--- src/yuv420_pixel_pair_to_uyvy_or_rgb_unit_assert.svh ---
// assertion macros for the pixel pair converter
// used by the top level only, no other dependencies
`ifndef YUV420_PIXEL_PAIR_TO_UYVY_OR_RGB_UNIT_ASSERT_SVH
`define YUV420_PIXEL_PAIR_TO_UYVY_OR_RGB_UNIT_ASSERT_SVH
`ifndef SYNTHESIS
// consequence must hold in the cycle after the antecedent
`define YUVPP_CHECK_NEXT(lbl, clk, rst_n, ante, cons) \
    lbl: assert property (@(posedge clk) disable iff (!rst_n) (ante) |=> (cons)) \
        else $error("yuvpp check failed");
// consequence must hold in the same cycle as the antecedent
`define YUVPP_CHECK_NOW(lbl, clk, rst_n, ante, cons) \
    lbl: assert property (@(posedge clk) disable iff (!rst_n) (ante) |-> (cons)) \
        else $error("yuvpp check failed");
`else
`define YUVPP_CHECK_NEXT(lbl, clk, rst_n, ante, cons)
`define YUVPP_CHECK_NOW(lbl, clk, rst_n, ante, cons)
`endif
`endif

--- src/yuvpp_pkg.sv ---
// shared types and constants for the pixel pair converter
// no dependencies
package yuvpp_pkg;

    // q16 coefficients, rounded to nearest
    localparam logic signed [17:0] COEF_RV = 18'sd91881;
    localparam logic signed [17:0] COEF_GU = 18'sd22554;
    localparam logic signed [17:0] COEF_GV = 18'sd46802;
    localparam logic signed [17:0] COEF_BU = 18'sd116130;

    localparam logic [7:0] CHAN_MAX = 8'd255;

    // output mode codes
    localparam logic MODE_UYVY = 1'b0;
    localparam logic MODE_RGB  = 1'b1;

    // q16 chroma contribution, |value| below 2^24
    typedef logic signed [25:0] t_term;

    // chroma contributions shared by both pixels of a pair
    typedef struct packed {
        t_term rv;
        t_term gn;
        t_term bu;
    } t_chroma;

    // one clamped rgb pixel
    typedef struct packed {
        logic [7:0] red;
        logic [7:0] green;
        logic [7:0] blue;
    } t_rgb;

endpackage

--- src/yuvpp_chroma.sv ---
// chroma multipliers: q16 contributions of u and v to r, g and b
// depends on yuvpp_pkg
module yuvpp_chroma (
    input  logic [7:0]        i_chroma_blue,
    input  logic [7:0]        i_chroma_red,
    output yuvpp_pkg::t_chroma o_chroma
);

    logic signed [7:0] w_du;
    logic signed [7:0] w_dv;
    yuvpp_pkg::t_term  w_gu;
    yuvpp_pkg::t_term  w_gv;

    // remove the 128 offset: flipping the top bit gives x - 128
    assign w_du = $signed({~i_chroma_blue[7], i_chroma_blue[6:0]});
    assign w_dv = $signed({~i_chroma_red[7], i_chroma_red[6:0]});

    // constant multiplications
    assign o_chroma.rv = 26'(w_dv) * 26'(yuvpp_pkg::COEF_RV);
    assign w_gu        = 26'(w_du) * 26'(yuvpp_pkg::COEF_GU);
    assign w_gv        = 26'(w_dv) * 26'(yuvpp_pkg::COEF_GV);
    assign o_chroma.gn = -(w_gu + w_gv);
    assign o_chroma.bu = 26'(w_du) * 26'(yuvpp_pkg::COEF_BU);

endmodule

--- src/yuvpp_lane.sv ---
// one pixel lane: adds luma to the chroma terms, floors and clamps
// depends on yuvpp_pkg
module yuvpp_lane (
    input  logic [7:0]         i_luma,
    input  yuvpp_pkg::t_chroma i_chroma,
    output yuvpp_pkg::t_rgb    o_rgb
);

    logic signed [26:0] w_base;
    logic signed [26:0] w_acc_r;
    logic signed [26:0] w_acc_g;
    logic signed [26:0] w_acc_b;

    function automatic logic [7:0] clamp_q16(input logic signed [26:0] acc);
        logic [7:0] res;
        // negative gives 0, above 255 gives 255, else the floored integer part
        priority if (acc[26]) begin
            res = 8'd0;
        end else if (acc[25:24] != 2'b00) begin
            res = yuvpp_pkg::CHAN_MAX;
        end else begin
            res = acc[23:16];
        end
        return res;
    endfunction

    // luma in q16
    assign w_base  = $signed({3'b000, i_luma, 16'h0000});
    assign w_acc_r = w_base + 27'(i_chroma.rv);
    assign w_acc_g = w_base + 27'(i_chroma.gn);
    assign w_acc_b = w_base + 27'(i_chroma.bu);

    // per channel clamp
    assign o_rgb.red   = clamp_q16(w_acc_r);
    assign o_rgb.green = clamp_q16(w_acc_g);
    assign o_rgb.blue  = clamp_q16(w_acc_b);

endmodule

--- src/yuv420_pixel_pair_to_uyvy_or_rgb_unit.sv ---
// Pixel pair converter, 4:2:0 planar pair to UYVY word or two RGB pixels.
// Depends on yuvpp_pkg, yuvpp_chroma, yuvpp_lane and the assertion header.
//
// Input channel: i_in_valid / o_in_ready carry one pixel pair per
// transaction (two luma samples and the shared U and V).
// Output channel: o_out_valid / i_out_ready carry one result per transaction.
// Mode register: i_cfg_we writes i_cfg_wdata into the output mode at the
// clock edge; 0 packs UYVY (U, Y0, V, Y1 from the low byte), 1 converts both
// pixels to RGB. Fields of the mode not selected read as zero. Write the mode
// only when no transaction is in flight.
//
// The chroma products are registered in the first stage, then two lanes
// finish both pixels and the merge stage loads the output register.
// Throughput is one pair per cycle; the pipeline of two registered stages
// advances whenever the output register is empty or taken.
// When the receiver stalls, the result holds and one more pair can wait in
// the first stage before o_in_ready falls.
// Reset (synchronous, active low) empties the pipeline and sets mode 0.
module yuv420_pixel_pair_to_uyvy_or_rgb_unit (
    input  logic        i_clk,
    input  logic        i_rst_n,
    // configuration
    input  logic        i_cfg_we,
    input  logic        i_cfg_wdata,
    // input channel
    input  logic        i_in_valid,
    output logic        o_in_ready,
    input  logic [7:0]  i_luma_first,
    input  logic [7:0]  i_luma_second,
    input  logic [7:0]  i_chroma_blue,
    input  logic [7:0]  i_chroma_red,
    // output channel
    output logic        o_out_valid,
    input  logic        i_out_ready,
    output logic [31:0] o_packed_word,
    output logic [7:0]  o_red_first,
    output logic [7:0]  o_green_first,
    output logic [7:0]  o_blue_first,
    output logic [7:0]  o_red_second,
    output logic [7:0]  o_green_second,
    output logic [7:0]  o_blue_second
);

    logic r_mode;

    logic               r_s1_valid;
    logic [7:0]         r_s1_y0;
    logic [7:0]         r_s1_y1;
    logic [7:0]         r_s1_u;
    logic [7:0]         r_s1_v;
    yuvpp_pkg::t_chroma r_s1_chroma;

    logic        r_o_valid;
    logic [31:0] r_o_packed;
    yuvpp_pkg::t_rgb r_o_rgb0;
    yuvpp_pkg::t_rgb r_o_rgb1;

    yuvpp_pkg::t_chroma w_chroma;
    yuvpp_pkg::t_rgb    w_rgb0;
    yuvpp_pkg::t_rgb    w_rgb1;
    logic [31:0]        n_o_packed;
    yuvpp_pkg::t_rgb    n_o_rgb0;
    yuvpp_pkg::t_rgb    n_o_rgb1;
    logic               w_out_load;
    logic               w_s1_load;

    // pipeline flow control
    assign w_out_load = !r_o_valid || i_out_ready;
    assign o_in_ready = !r_s1_valid || w_out_load;
    assign w_s1_load  = i_in_valid && o_in_ready;

    // mode register
    always_ff @(posedge i_clk) begin
        if (!i_rst_n) begin
            r_mode <= yuvpp_pkg::MODE_UYVY;
        end else if (i_cfg_we) begin
            r_mode <= i_cfg_wdata;
        end
    end

    // shared chroma products
    yuvpp_chroma u_chroma (
        .i_chroma_blue (i_chroma_blue),
        .i_chroma_red  (i_chroma_red),
        .o_chroma      (w_chroma)
    );

    // stage 1 control
    always_ff @(posedge i_clk) begin
        if (!i_rst_n) begin
            r_s1_valid <= 1'b0;
        end else if (o_in_ready) begin
            r_s1_valid <= i_in_valid;
        end
    end

    // stage 1 payload
    always_ff @(posedge i_clk) begin
        if (w_s1_load) begin
            r_s1_y0     <= i_luma_first;
            r_s1_y1     <= i_luma_second;
            r_s1_u      <= i_chroma_blue;
            r_s1_v      <= i_chroma_red;
            r_s1_chroma <= w_chroma;
        end
    end

    // pixel lanes, one per luma sample
    yuvpp_lane u_lane_first (
        .i_luma   (r_s1_y0),
        .i_chroma (r_s1_chroma),
        .o_rgb    (w_rgb0)
    );

    yuvpp_lane u_lane_second (
        .i_luma   (r_s1_y1),
        .i_chroma (r_s1_chroma),
        .o_rgb    (w_rgb1)
    );

    // merge: packed word or lane results, the other fields zero
    always_comb begin
        unique case (r_mode)
            yuvpp_pkg::MODE_RGB: begin
                n_o_packed = 32'h0000_0000;
                n_o_rgb0   = w_rgb0;
                n_o_rgb1   = w_rgb1;
            end
            default: begin
                n_o_packed = {r_s1_y1, r_s1_v, r_s1_y0, r_s1_u};
                n_o_rgb0   = '0;
                n_o_rgb1   = '0;
            end
        endcase
    end

    // output stage control
    always_ff @(posedge i_clk) begin
        if (!i_rst_n) begin
            r_o_valid <= 1'b0;
        end else if (w_out_load) begin
            r_o_valid <= r_s1_valid;
        end
    end

    // output stage payload
    always_ff @(posedge i_clk) begin
        if (w_out_load && r_s1_valid) begin
            r_o_packed <= n_o_packed;
            r_o_rgb0   <= n_o_rgb0;
            r_o_rgb1   <= n_o_rgb1;
        end
    end

    assign o_out_valid    = r_o_valid;
    assign o_packed_word  = r_o_packed;
    assign o_red_first    = r_o_rgb0.red;
    assign o_green_first  = r_o_rgb0.green;
    assign o_blue_first   = r_o_rgb0.blue;
    assign o_red_second   = r_o_rgb1.red;
    assign o_green_second = r_o_rgb1.green;
    assign o_blue_second  = r_o_rgb1.blue;

    // checks
`include "yuv420_pixel_pair_to_uyvy_or_rgb_unit_assert.svh"

    `YUVPP_CHECK_NEXT(a_accept_fills_s1, i_clk, i_rst_n, w_s1_load, r_s1_valid)
    `YUVPP_CHECK_NEXT(a_s1_moves_out, i_clk, i_rst_n, r_s1_valid && w_out_load, r_o_valid)
    `YUVPP_CHECK_NOW(a_modes_exclusive, i_clk, i_rst_n,
        o_out_valid && (o_packed_word != 32'h0),
        (r_o_rgb0 == '0) && (r_o_rgb1 == '0))

endmodule

--- config.mk ---
export PLATFORM = sky130hd
export DESIGN_NAME = yuv420_pixel_pair_to_uyvy_or_rgb_unit
export DESIGN_NICKNAME = d
export VERILOG_FILES = /design/src/yuvpp_pkg.sv /design/src/yuvpp_chroma.sv /design/src/yuvpp_lane.sv /design/src/yuv420_pixel_pair_to_uyvy_or_rgb_unit.sv
export VERILOG_INCLUDE_DIRS = /design/src /design/src/src
export SDC_FILE = /design/constraint.sdc
export NUM_CORES = 1
export LEC_CHECK = 0
export BUFFER_PORTS_ARGS = -buffer_cell sky130_fd_sc_hd__clkbuf_2
export CORE_ASPECT_RATIO = 2
export CORE_MARGIN = 2
export CORE_UTILIZATION = 30
export DETAILED_ROUTE_END_ITERATION = 16
export GPL_TIMING_DRIVEN = 0
export PLACE_DENSITY = 0.57
export SYNTH_ARGS = -nofsm -noshare
export SYNTH_HDL_FRONTEND = slang
export SYNTH_SLANG_ARGS = --single-unit
--- constraint.sdc ---
create_clock -name i_clk -period 22.6 [get_ports i_clk]
set_input_delay 4.52 -clock i_clk [delete_from_list [all_inputs] [get_ports i_clk]]
set_output_delay 4.52 -clock i_clk [all_outputs]
set_load 0.05 [all_outputs]
Word-level counts from Yosys, hierarchy flattened
Index checks and enable logic that the tools add are counted.
W data, S select, Z words.
{"block": "totals", "reg_bits": 192, "wordCells": 56, "in_bits": 38, "output_inout_bits": 82}
{"block": "op_classes", "reduce_logical": 18, "n_addsub": 8, "mul": 4, "bitwise_logic": 3, "mux": 6}
{"operator": "$add A25 B26 Y27", "count": 6}
{"operator": "$mux W8", "count": 6}
{"operator": "$add A26 B26 Y26", "count": 1}
{"operator": "$mul A8 B18 Y26 const B", "count": 1}
{"operator": "$neg A26 Y26", "count": 1}
{"operator": "$mul A8 B17 Y25 const B", "count": 1}
{"operator": "$mul A8 B16 Y24 const B", "count": 1}
{"operator": "$mul A8 B15 Y23 const B", "count": 1}
{"operator": "$reduce_bool A2 Y1", "count": 6}
{"operator": "$reduce_or A2 Y1", "count": 6}
{"operator": "$not A1 Y1", "count": 3}
{"operator": "$logic_and A1 B1 Y1", "count": 2}
{"operator": "$logic_not A1 Y1", "count": 2}
{"operator": "$logic_or A1 B1 Y1", "count": 2}

Logic depth before layout (Yosys ltp)
Gate-level depths: netlist of run 1.
{"block": "logic_depth", "ltp_word": 4, "ltp_mapped": 25, "ltp_nobuf": 25}

Hierarchy
Synthesis of run 1 repeated with hierarchy kept, for this count alone.
{"block": "unflattened", "hier_cells": 1735, "hier_area_um2": 18197.5}
{"module": "yuvpp_chroma", "seq_area_each_um2": 0.0, "instances": 1, "area_per_inst_um2": 8986.1, "cells_each": 1068}
{"module": "yuv420_pixel_pair_to_uyvy_or_rgb_unit", "seq_area_each_um2": 5765.5, "instances": 1, "area_per_inst_um2": 6366.1, "cells_each": 290}
{"module": "yuvpp_lane at u_lane_first", "seq_area_each_um2": 0.0, "instances": 1, "area_per_inst_um2": 1428.9, "cells_each": 194}
{"module": "yuvpp_lane at u_lane_second", "seq_area_each_um2": 0.0, "instances": 1, "area_per_inst_um2": 1416.4, "cells_each": 183}

Worst setup path before layout of run 1
No wires, ideal clock.
{"block": "synth_timing", "path_type": "in2reg", "start": "in i_chroma_red[7]", "end": "reg r_s1_chroma[49] (netlist name), data pin", "required_ns": 22.341, "setup_time_ns": 0.259, "n_path_buf": 0, "t_arrival_ns": 9.926, "stages": 23, "path_slack_ns": 12.415, "path_cell_list": "inv_1 -> ha_1 -> inv_1 -> fa_1 -> fa_1 -> fa_1 -> inv_1 -> ha_1 -> or4_1 -> o21ai_1 -> a211oi_1 -> o21a_1 -> o21a_1 -> or2_2 -> ha_1 -> ha_1 -> nand4_1 -> nor2_1 -> a31oi_1 -> o221ai_1 -> a21boi_0 -> nor3_1 -> a211o_1"}
{"element": "from (decl)", "line_no": "yuv420_pixel_pair_to_uyvy_or_rgb_unit.sv:31", "rtl": "input logic [7:0] i_chroma_red,"}
{"element": "to (signal assigned)", "line_no": "yuv420_pixel_pair_to_uyvy_or_rgb_unit.sv:104", "rtl": "r_s1_chroma <= w_chroma;"}
{"element": "to (decl)", "line_no": "yuv420_pixel_pair_to_uyvy_or_rgb_unit.sv:51", "rtl": "yuvpp_pkg::t_chroma r_s1_chroma;"}

==> summary.md, run 1 <==
| Metric | Value |
|---|---|
| WL met3 | 956 um |
| Layout overhead on the synthesized area | 14.2% |
| Fmax achieved | 93.0 MHz |
| Antenna Nets Post-Route | 0 |
| Post-synth EDFFs | 142 |
| Drt pass-1 iters | 5 |
| Setup tns final | 0 ps |
| Final core utilization | 0.346 |
| Commonest non-fill, non-tap cells in the layout | 285 x ha_1, 267 x inv_1, 142 x edfxtp_1 |
| Number of global-route vias before repair | 12100 |
| DR top layer | met4 |
| Metal2 WL | 22.9 mm |
| CP startpoint kind | input pin |
| Core Area | 50800 sq um |
| WHS Path Cells | 1 |
| Post-Syn Area | around 15000 sq um |
| PD cells | 126 nW/um^2 |
| I/O pin count | 120 |
| Post-synthesis mux area share | 0.00163 |
| Setup slack, reg-to-reg | 19240 ps |
| CP Max Fanout | 9 |
| Post-synthesis async set-or-reset flop share | 0 |
| Hold endpoint | o_out_valid |
| Final min period | about 11000 ps |
| Main flop type after synthesis | edfxtp_1 |
| FP Rows | about 120 |
| Largest net degree at the start of global routing | 63 |
| Die height | 324 um |
| RD Place Congestion | 0.886 |
| Clock Tree Root | clkbuf_16 |
| Slew Limit Headroom | 0.322 |
| Warning count from the yosys run | 0 |
| Non-Filler Instances | 2308 |
| Adder-cell area share of the yosys netlist | 0.363 |
| Post-CTS setup buffer count | 0 |
| VDD IR max | 101 uV |
| Net count, final | 2072 |
| First-pass GRT wire length | between 60 and 70 mm |
| Final WL | between 30 and 40 mm |
| Unrepaired setup endpoints after global routing | no |
| IO Port Bufs | 119 |
| Post-CTS sizing | 0 |
| Syn avg cell area | 10.3 sq um |
| Placed Cells incl. Taps | 2275 |
| Worst Hold Class | flop to flop |
| Drt drc | 0 |
| DR WL/cell | 17.1 um |
| Clk sink count | 145 |
| Syn_nets | around 1900 |
| Synth Instances | 1500 |
| Post-synthesis cell type count | a little over 60 |
| Most common cell after layout, fill and taps aside | ha_1 |
| Simple-gate area share of the yosys netlist | 0.0896 |
| # fillers | roughly 5100 |
| Total grt overflow | 0 |
| CTS tree | built |
| WP data arrival | 11000 ps |
| Share of cells above drive strength 1 | 0.111 |
| Worst r2r src | r_s1_y0[0] |
| RR Endpoint | o_blue_first[3] |
| Final Max Tran Viols | 0 |
| M1 WL | between 10 and 15 mm |
| Max Cap Viol | 0 |
| Antenna violations before repair | 0 |
| Final Hold Viols | 0 |
| Vias | between 10000 and 15000 |
| Pin slew with the least headroom to its limit | 1020 ps |
| Worst-path clk slew | 60 ps |
| XOR/XNOR share of the synthesized area | 0.0410 |
| Status | completed |
| Total chip power | between 2 and 2.5 mW |
| Hold Startpoint | r_s1_valid |
| Die area | 53200 sq um |
| Seq cells post-synth | 145 |
| Period utilization | 0.476 |
| Final setup fails | 0 |
| Final Skew | 22.7 ps |
| Die width | about 160 um |
| Post-synthesis compound-gate area fraction | 0.156 |
| Vias per cell | between 4 and 5 |
| Clk buf depth | 3 |
| Critical path class | input pin to flop |
| Total CTS buffers | 25 |
| Crit path required time | 22840 ps |
| H-tree depth | 4 |
| Initial DRC Count | 525 |
| Starting density of the core | 0.303 |
| Total Routing Usage GR | 0.153 |
| DP Wirelength | between 30 and 40 mm |
| Skew-Pair Late Insertion Delay | between 400 and 500 ps |
| CP Capture Type | flop |
| Main combinational cell family by area after synthesis | adder cells |
| Hold buffer count at CTS | 0 |
| Reg2Reg Depth | 10 |
| Pleak | 8.51 nW |
| Sequential fraction of the synthesis area | 0.281 |
| Antenna cells | 0 |
per-stage QoR:
stage / hold slack [ps] / setup slack, ps / instance area [sq um]
after detailed placement: 520 / 11410 / 16800
after floorplan: 477 / 12410 / 15400
after global routing: 542 / 11530 / 17600
after global placement: 489 / 11430 / 16800
after CTS: 518 / 11900 / 17600
final: 521 / 11850 / 17600
critical path, cell delays in order:
cell and delay, ps:
clkbuf_2 270, inv_1 210, ha_1 450, inv_1 90, fa_1 580, fa_1 460, fa_1 550, inv_1 50
ha_1 340, or4_1 470, o21ai_1 160, a211oi_1 90, o21a_1 200, o21a_1 170, or2_2 300, ha_1 300
ha_1 340, nand4_1 100, nor2_1 50, a31oi_1 210, o221ai_1 160, a21boi_0 530, nor3_1 100, a211o_1 290
report_power, final:
part | switching, mW | internal [mW] | total, mW
Sequential | 0.0305 | 0.382 | 0.412
Combinational | 0.855 | 0.611 | 1.47
Clock | 0.114 | 0.219 | 0.333
Total | 0.999 | 1.21 | 2.21
kinds of logic after synthesis:
kind of cell             Yosys count
AND/OR/NAND/NOR                  260
XOR/XNOR                          72
adder cells (fa/ha/maj)          386
AO/OA/AOI/OAI                    358
multiplexers                       2
buffers and inverters            277
flip-flops                       145
Yosys cell counts (3+ instances only):
| library cell | n | area share |
|---|---|---|
| a211oi_1 | 17 | 0.0083 |
| inv_1 | 267 | 0.065 |
| fa_1 | 101 | 0.13 |
| nand3_1 | 17 | 0.0055 |
| nor4_1 | 4 | 0.0016 |
| nand2_1 | 41 | 0.010 |
| nand3b_1 | 3 | 0.0015 |
| a21oi_1 | 81 | 0.026 |
| xor2_1 | 35 | 0.020 |
| o21bai_1 | 12 | 0.0059 |
| nor3b_1 | 3 | 0.0015 |
| o22ai_1 | 10 | 0.0041 |
| nor2b_1 | 53 | 0.022 |
| edfxtp_1 | 142 | 0.28 |
| a31o_2 | 10 | 0.0057 |
| o211ai_1 | 16 | 0.0078 |
| o31ai_1 | 10 | 0.0049 |
| o311ai_0 | 3 | 0.0017 |
| a21boi_0 | 3 | 0.0015 |
| nor3_1 | 28 | 0.0091 |
| a211o_1 | 9 | 0.0051 |
| o21a_1 | 19 | 0.0093 |
| dfxtp_1 | 3 | 0.0039 |
| a31oi_1 | 6 | 0.0024 |
| and3_1 | 16 | 0.0065 |
| clkbuf_1 | 9 | 0.0022 |
| or3_1 | 9 | 0.0037 |
| a2111oi_0 | 5 | 0.0028 |
| nor2_1 | 46 | 0.011 |
| ha_1 | 285 | 0.23 |
| or2_2 | 12 | 0.0049 |
| nand4_1 | 6 | 0.0024 |
| a21o_1 | 67 | 0.033 |
| nand2b_1 | 12 | 0.0049 |
| xnor2_1 | 37 | 0.021 |
| o21ai_0 | 68 | 0.022 |
flip-flops by register name, indices dropped and copies added (netlist names):
name and cells:
r_s1_y1 8, r_s1_valid 1, o_red_first 8, r_s1_u 8, o_green_second 8, o_out_valid 1, o_blue_first 8, r_mode 1
o_green_first 8, r_s1_v 8, o_blue_second 8, r_s1_chroma 30, o_packed_word 32, o_red_second 8, r_s1_y0 8
routing by layer:
| layer | GRT usage | vias up |
|---|---|---|
| met5 | 0 | - |
| met4 | 0.0836 | 0 |
| met3 | 0.0135 | 85 |
| met2 | 0.313 | 249 |
| met1 | 0.144 | 5532 |
| li1 | - | 5571 |
layout make-up:
class / instances / area (sq um) / area share
clock buffer: 26 / 629 / 0.0359
sequential: 145 / 4320 / 0.246
buffer: 10 / 37.5 / 0.00214
tap: 654 / 818 / 0.0466
clock inverter: 7 / 83.8 / 0.00478
inverter: 267 / 1000 / 0.0571
multi-input combinational: 1078 / 10000 / 0.571
timing repair buffer: 121 / 636 / 0.0362
how the worst max path moves through the flow:
| stage | startpoint | to | slack [ps] | cells past startpoint |
|---|---|---|---|---|
| after floorplan | i_chroma_red[7] | r_s1_chroma[49] | 12410 | 23 |
| after global placement | i_chroma_red[7] | r_s1_chroma[49] | 11430 | 24 |
| after detailed placement | i_chroma_red[7] | r_s1_chroma[49] | 11410 | 24 |
| after CTS | i_chroma_red[7] | r_s1_chroma[49] | 11900 | 24 |
| after global routing | i_chroma_red[7] | r_s1_chroma[49] | 11530 | 22 |
| final | i_chroma_red[7] | r_s1_chroma[49] | 11850 | 24 |
Note: power is estimated with default switching activity, not from simulation.
==> inputs of run 2 (changes only) <==
--- a/config.mk
+++ b/config.mk
@@ -6,13 +6,14 @@
 export SDC_FILE = /design/constraint.sdc
 export NUM_CORES = 1
 export LEC_CHECK = 0
+export ABC_AREA = 1
 export BUFFER_PORTS_ARGS = -buffer_cell sky130_fd_sc_hd__clkbuf_2
 export CORE_ASPECT_RATIO = 2
 export CORE_MARGIN = 2
 export CORE_UTILIZATION = 30
 export DETAILED_ROUTE_END_ITERATION = 16
 export GPL_TIMING_DRIVEN = 0
-export PLACE_DENSITY = 0.57
+export PLACE_DENSITY = 0.56
 export SYNTH_ARGS = -nofsm -noshare
 export SYNTH_HDL_FRONTEND = slang
 export SYNTH_SLANG_ARGS = --single-unit
==> constraint.sdc (replaced) <==
create_clock -name i_clk -period 10 [get_ports i_clk]
set_input_delay 2 -clock i_clk [delete_from_list [all_inputs] [get_ports i_clk]]
set_output_delay 2 -clock i_clk [all_outputs]
set_load 0.05 [all_outputs]
==> run 2 against run 1 <==
Critical path depth fell by 2; clock skew is 6.3 ps lower; area after synthesis grew 13%; design area increased by 12%; worst setup slack got worse by 9500 ps; sequential cell count unchanged; combinational power grew to 3.1 times the previous value; register-to-register slack worse by 12000 ps; routed wire length is 33% higher; non-clock buffer count is 4 lower; count of clock-buffer cells in the layout shrank 9; sequential share of layout area fell by 2.6 points; largest cell class unchanged; highest routed layer unchanged.
==> summary.md, run 2 <==
| Metric | Value |
|---|---|
| Total Routing Usage GR | 0.181 (+0.0284) |
| Top-area cell type share of the netlist area | 0.246 (-0.0313) |
| Post-synthesis cell type count | 39 (-37%) |
| Syn avg cell area | 7.89 sq um (-23%) |
| Area leader, netlist | edfxtp_1 |
| Final setup fails | 0 (unchanged) |
| Post-synth EDFFs | 142 (unchanged) |
| DR WL/cell | 16.9 um (-0.92%) |
| I/O pin count | 120 (unchanged) |
| Cell area after layout | 19600 sq um (+12%) |
| Post-CTS setup buffer count | 0 (unchanged) |
| CP Capture Type | flop |
| Main flop type after synthesis | edfxtp_1 |
| Hold buffer count at CTS | 0 (unchanged) |
| Period utilization | 0.769 |
| Syn_nets | 2620 (+36%) |
| Unrepaired setup endpoints after global routing | no |
| Final core utilization | 0.343 (-0.00224) |
| Commonest non-fill, non-tap cells in the layout | 481 x nand2_1, 432 x inv_1, 285 x ha_1 |
| Pin slew with the least headroom to its limit | 848 ps (-169 ps) |
| Core Area | 57100 sq um (+12%) |
| Max FFs per register | 32 (unchanged) |
| Vias per cell | 4.72 (-4.8%) |
| Crit path required time | 10210 ps (-12630 ps) |
| Status | completed |
| Initial DRC Count | 735 (+40%) |
| Slew Limit Headroom | 0.435 (+0.113) |
| Starting density of the core | 0.304 (+0.000864) |
| Layout overhead on the synthesized area | 13.1% |
| Most common cell after layout, fill and taps aside | nand2_1 |
| Critical path class | input pin to flop |
| Share of cells above drive strength 1 | 0.0859 (-0.0253) |
| Worst-path clk slew | 70 ps (about the same) |
| Clk sink count | 145 (unchanged) |
| Most numerous cell in the Yosys netlist | nand2_1 |
| Largest net degree at the start of global routing | 63 (unchanged) |
| Cell family with most CP delay | adder cells |
| First-pass GRT wire length | 82.3 mm (+32%) |
| Total CTS buffers | 17 (-32%) |
| Die area | 59800 sq um (+12%) |
| Final Skew | 16.3 ps (-6.34 ps) |
| Antenna violations before repair | 0 (unchanged) |
| Synth Instances | 2196 (+46%) |
| Number of global-route vias before repair | 15500 (+28%) |
| Critical Path Max Stage Delay | 740 ps (+160 ps) |
| Post-synthesis async set-or-reset flop share | 0 (unchanged) |
| CP max stage cell | fa_1 |
| Post-Syn Area | 17300 sq um (+13%) |
| Worst Hold Class | flop to flop |
| Sequential fraction of the synthesis area | 0.249 (-0.0317) |
| Clk buf depth | 2 (-1) |
| CP startpoint kind | input pin |
| Drt drc | 0 (unchanged) |
| IO Port Bufs | 119 (unchanged) |
| Total grt overflow | 0 (unchanged) |
| Top post-synthesis cells by count | 481 x nand2_1, 433 x inv_1, 285 x ha_1, 263 x nor2_1, 142 x edfxtp_1 |
| Die height | 344 um (+6.1%) |
| CTS tree | built |
| Skew-Pair Late Insertion Delay | 470 ps (-20 ps) |
| FP Rows | 124 (+6.0%) |
| Final WL | 52.6 mm (+33%) |
| CP Cell Sequence | clkbuf_2, inv_1, fa_1, ha_1, inv_1, fa_1, fa_1, inv_1, ha_1, a21oi_1, o21ai_0, a21oi_1, nand2_1, xnor2_1, ha_1, ha_1, a21oi_1, o21ai_0, a21oi_1, nand3_1, nand2_1, nand2_1 |
| Net count, final | 2762 (+33%) |
| DP Area | 19000 sq um (+13%) |
| Final Hold Viols | 0 (unchanged) |
| Final min period | slightly below 8000 ps |
| Final Max Tran Viols | 0 (unchanged) |
| Max Cap Viol | 0 (unchanged) |
| CP Max Fanout | 10 (+1) |
| Fmax achieved | 130 MHz |
| Vias | 14700 (+28%) |
| VDD IR max | 165 uV (+64%) |
| PD cells | 313 nW/um^2 (+150%) |
| DP Wirelength | 45.1 mm (+35%) |
| Setup tns final | 0 ps (unchanged) |
| H-tree depth | 4 (unchanged) |
| Warning count from the yosys run | 0 (unchanged) |
| Post-CTS sizing | 0 (unchanged) |
| Drt pass-1 iters | 5 (unchanged) |
| Die width | 174 um (+6.0%) |
| Antenna Nets Post-Route | 0 (unchanged) |
| Clock Tree Root | clkbuf_16 |
| RD Place Congestion | 0.941 (+6.2%) |
| Synth area leaders | edfxtp_1 25%, ha_1 21%, fa_1 12% |
| Antenna cells | 0 (unchanged) |
| Pleak | 10.4 nW (+22%) |
| Buf+Inv Stages, Crit Path | 4 (unchanged) |
| Seq cells post-synth | 145 (unchanged) |
| WP data arrival | 7910 ps (-3090 ps) |
## run 2: kinds of logic (layout without fill, tap and decap cells)
kind of cell,count (synthesis),after routing,share of synthesized area
xor gates and xnor gates,64,64,0.0323
and+or+nand+nor,965,965,0.236
buffers and inverters,438,593,0.0949
AOI/OAI and AO/OA,198,198,0.0652
DFF,145,145,0.249
adders and majority gates,386,386,0.322
## run 2: cell type report
cell class	count	area [sq um]
timing repair buffer	123	691
inverter	434	1630
tap	756	946
clock buffer	17	425
sequential	145	4320
clock inverter	15	194
fill	6053	37500
multi-input combinational	1613	11400
buffer	4	15.0
## run 2: where the power goes
part | leakage [nW] | switching [mW] | internal (mW)
combinational | 8.68 | 2.97 | 1.55
sequential | 1.41 | 0.0685 | 0.847
clock | 0.300 | 0.305 | 0.401
total | 10.4 | 3.34 | 2.80
## run 2: worst register-to-register path: stages, from the launching register on
cell and delay [ps]:
edfxtp_1 560, ha_1 290, inv_1 70, fa_1 400
inv_1 70, nand2_1 40, nand2_1 70, nand3_1 110
nand2_1 90, nand2_1 70, nand2_1 70, nand2_1 150
nor2_1 410
## run 2: worst paths after layout
| check | from | end | slack, ps | cells after the start |
|---|---|---|---|---|
| worst min register to register | o_out_valid | o_out_valid | 530 | 2 |
| worst min-delay path | o_out_valid | o_out_valid | 530 | 2 |
| worst max-delay path | i_chroma_red[7] | r_s1_chroma[47] | 2310 | 22 |
| worst max register to register | r_s1_y0[0] | o_green_first[4] | 7390 | 12 |
## run 2: layer usage
metal  global-route usage  vias to the layer above  routed length [um]
met4                0.132                        0                3830
met2                0.363                      356               29200
met1                0.167                     6829               18000
met5                    0                        -                   0
li1                     -                     7332                   -
met3               0.0176                      141                1580
## run 2: through the flow
stage	power (mW)	setup WS, ps	hold slack, ps	instances
2_1_floorplan	4.19	3230	447	2196
3_5_place_dp	5.43	1840	517	3075
5_1_grt	6.80	1980	559	3107
6_report	6.15	2310	534	3107
3_3_place_gp	5.41	1440	455	3071
4_1_cts	6.18	2330	539	3107
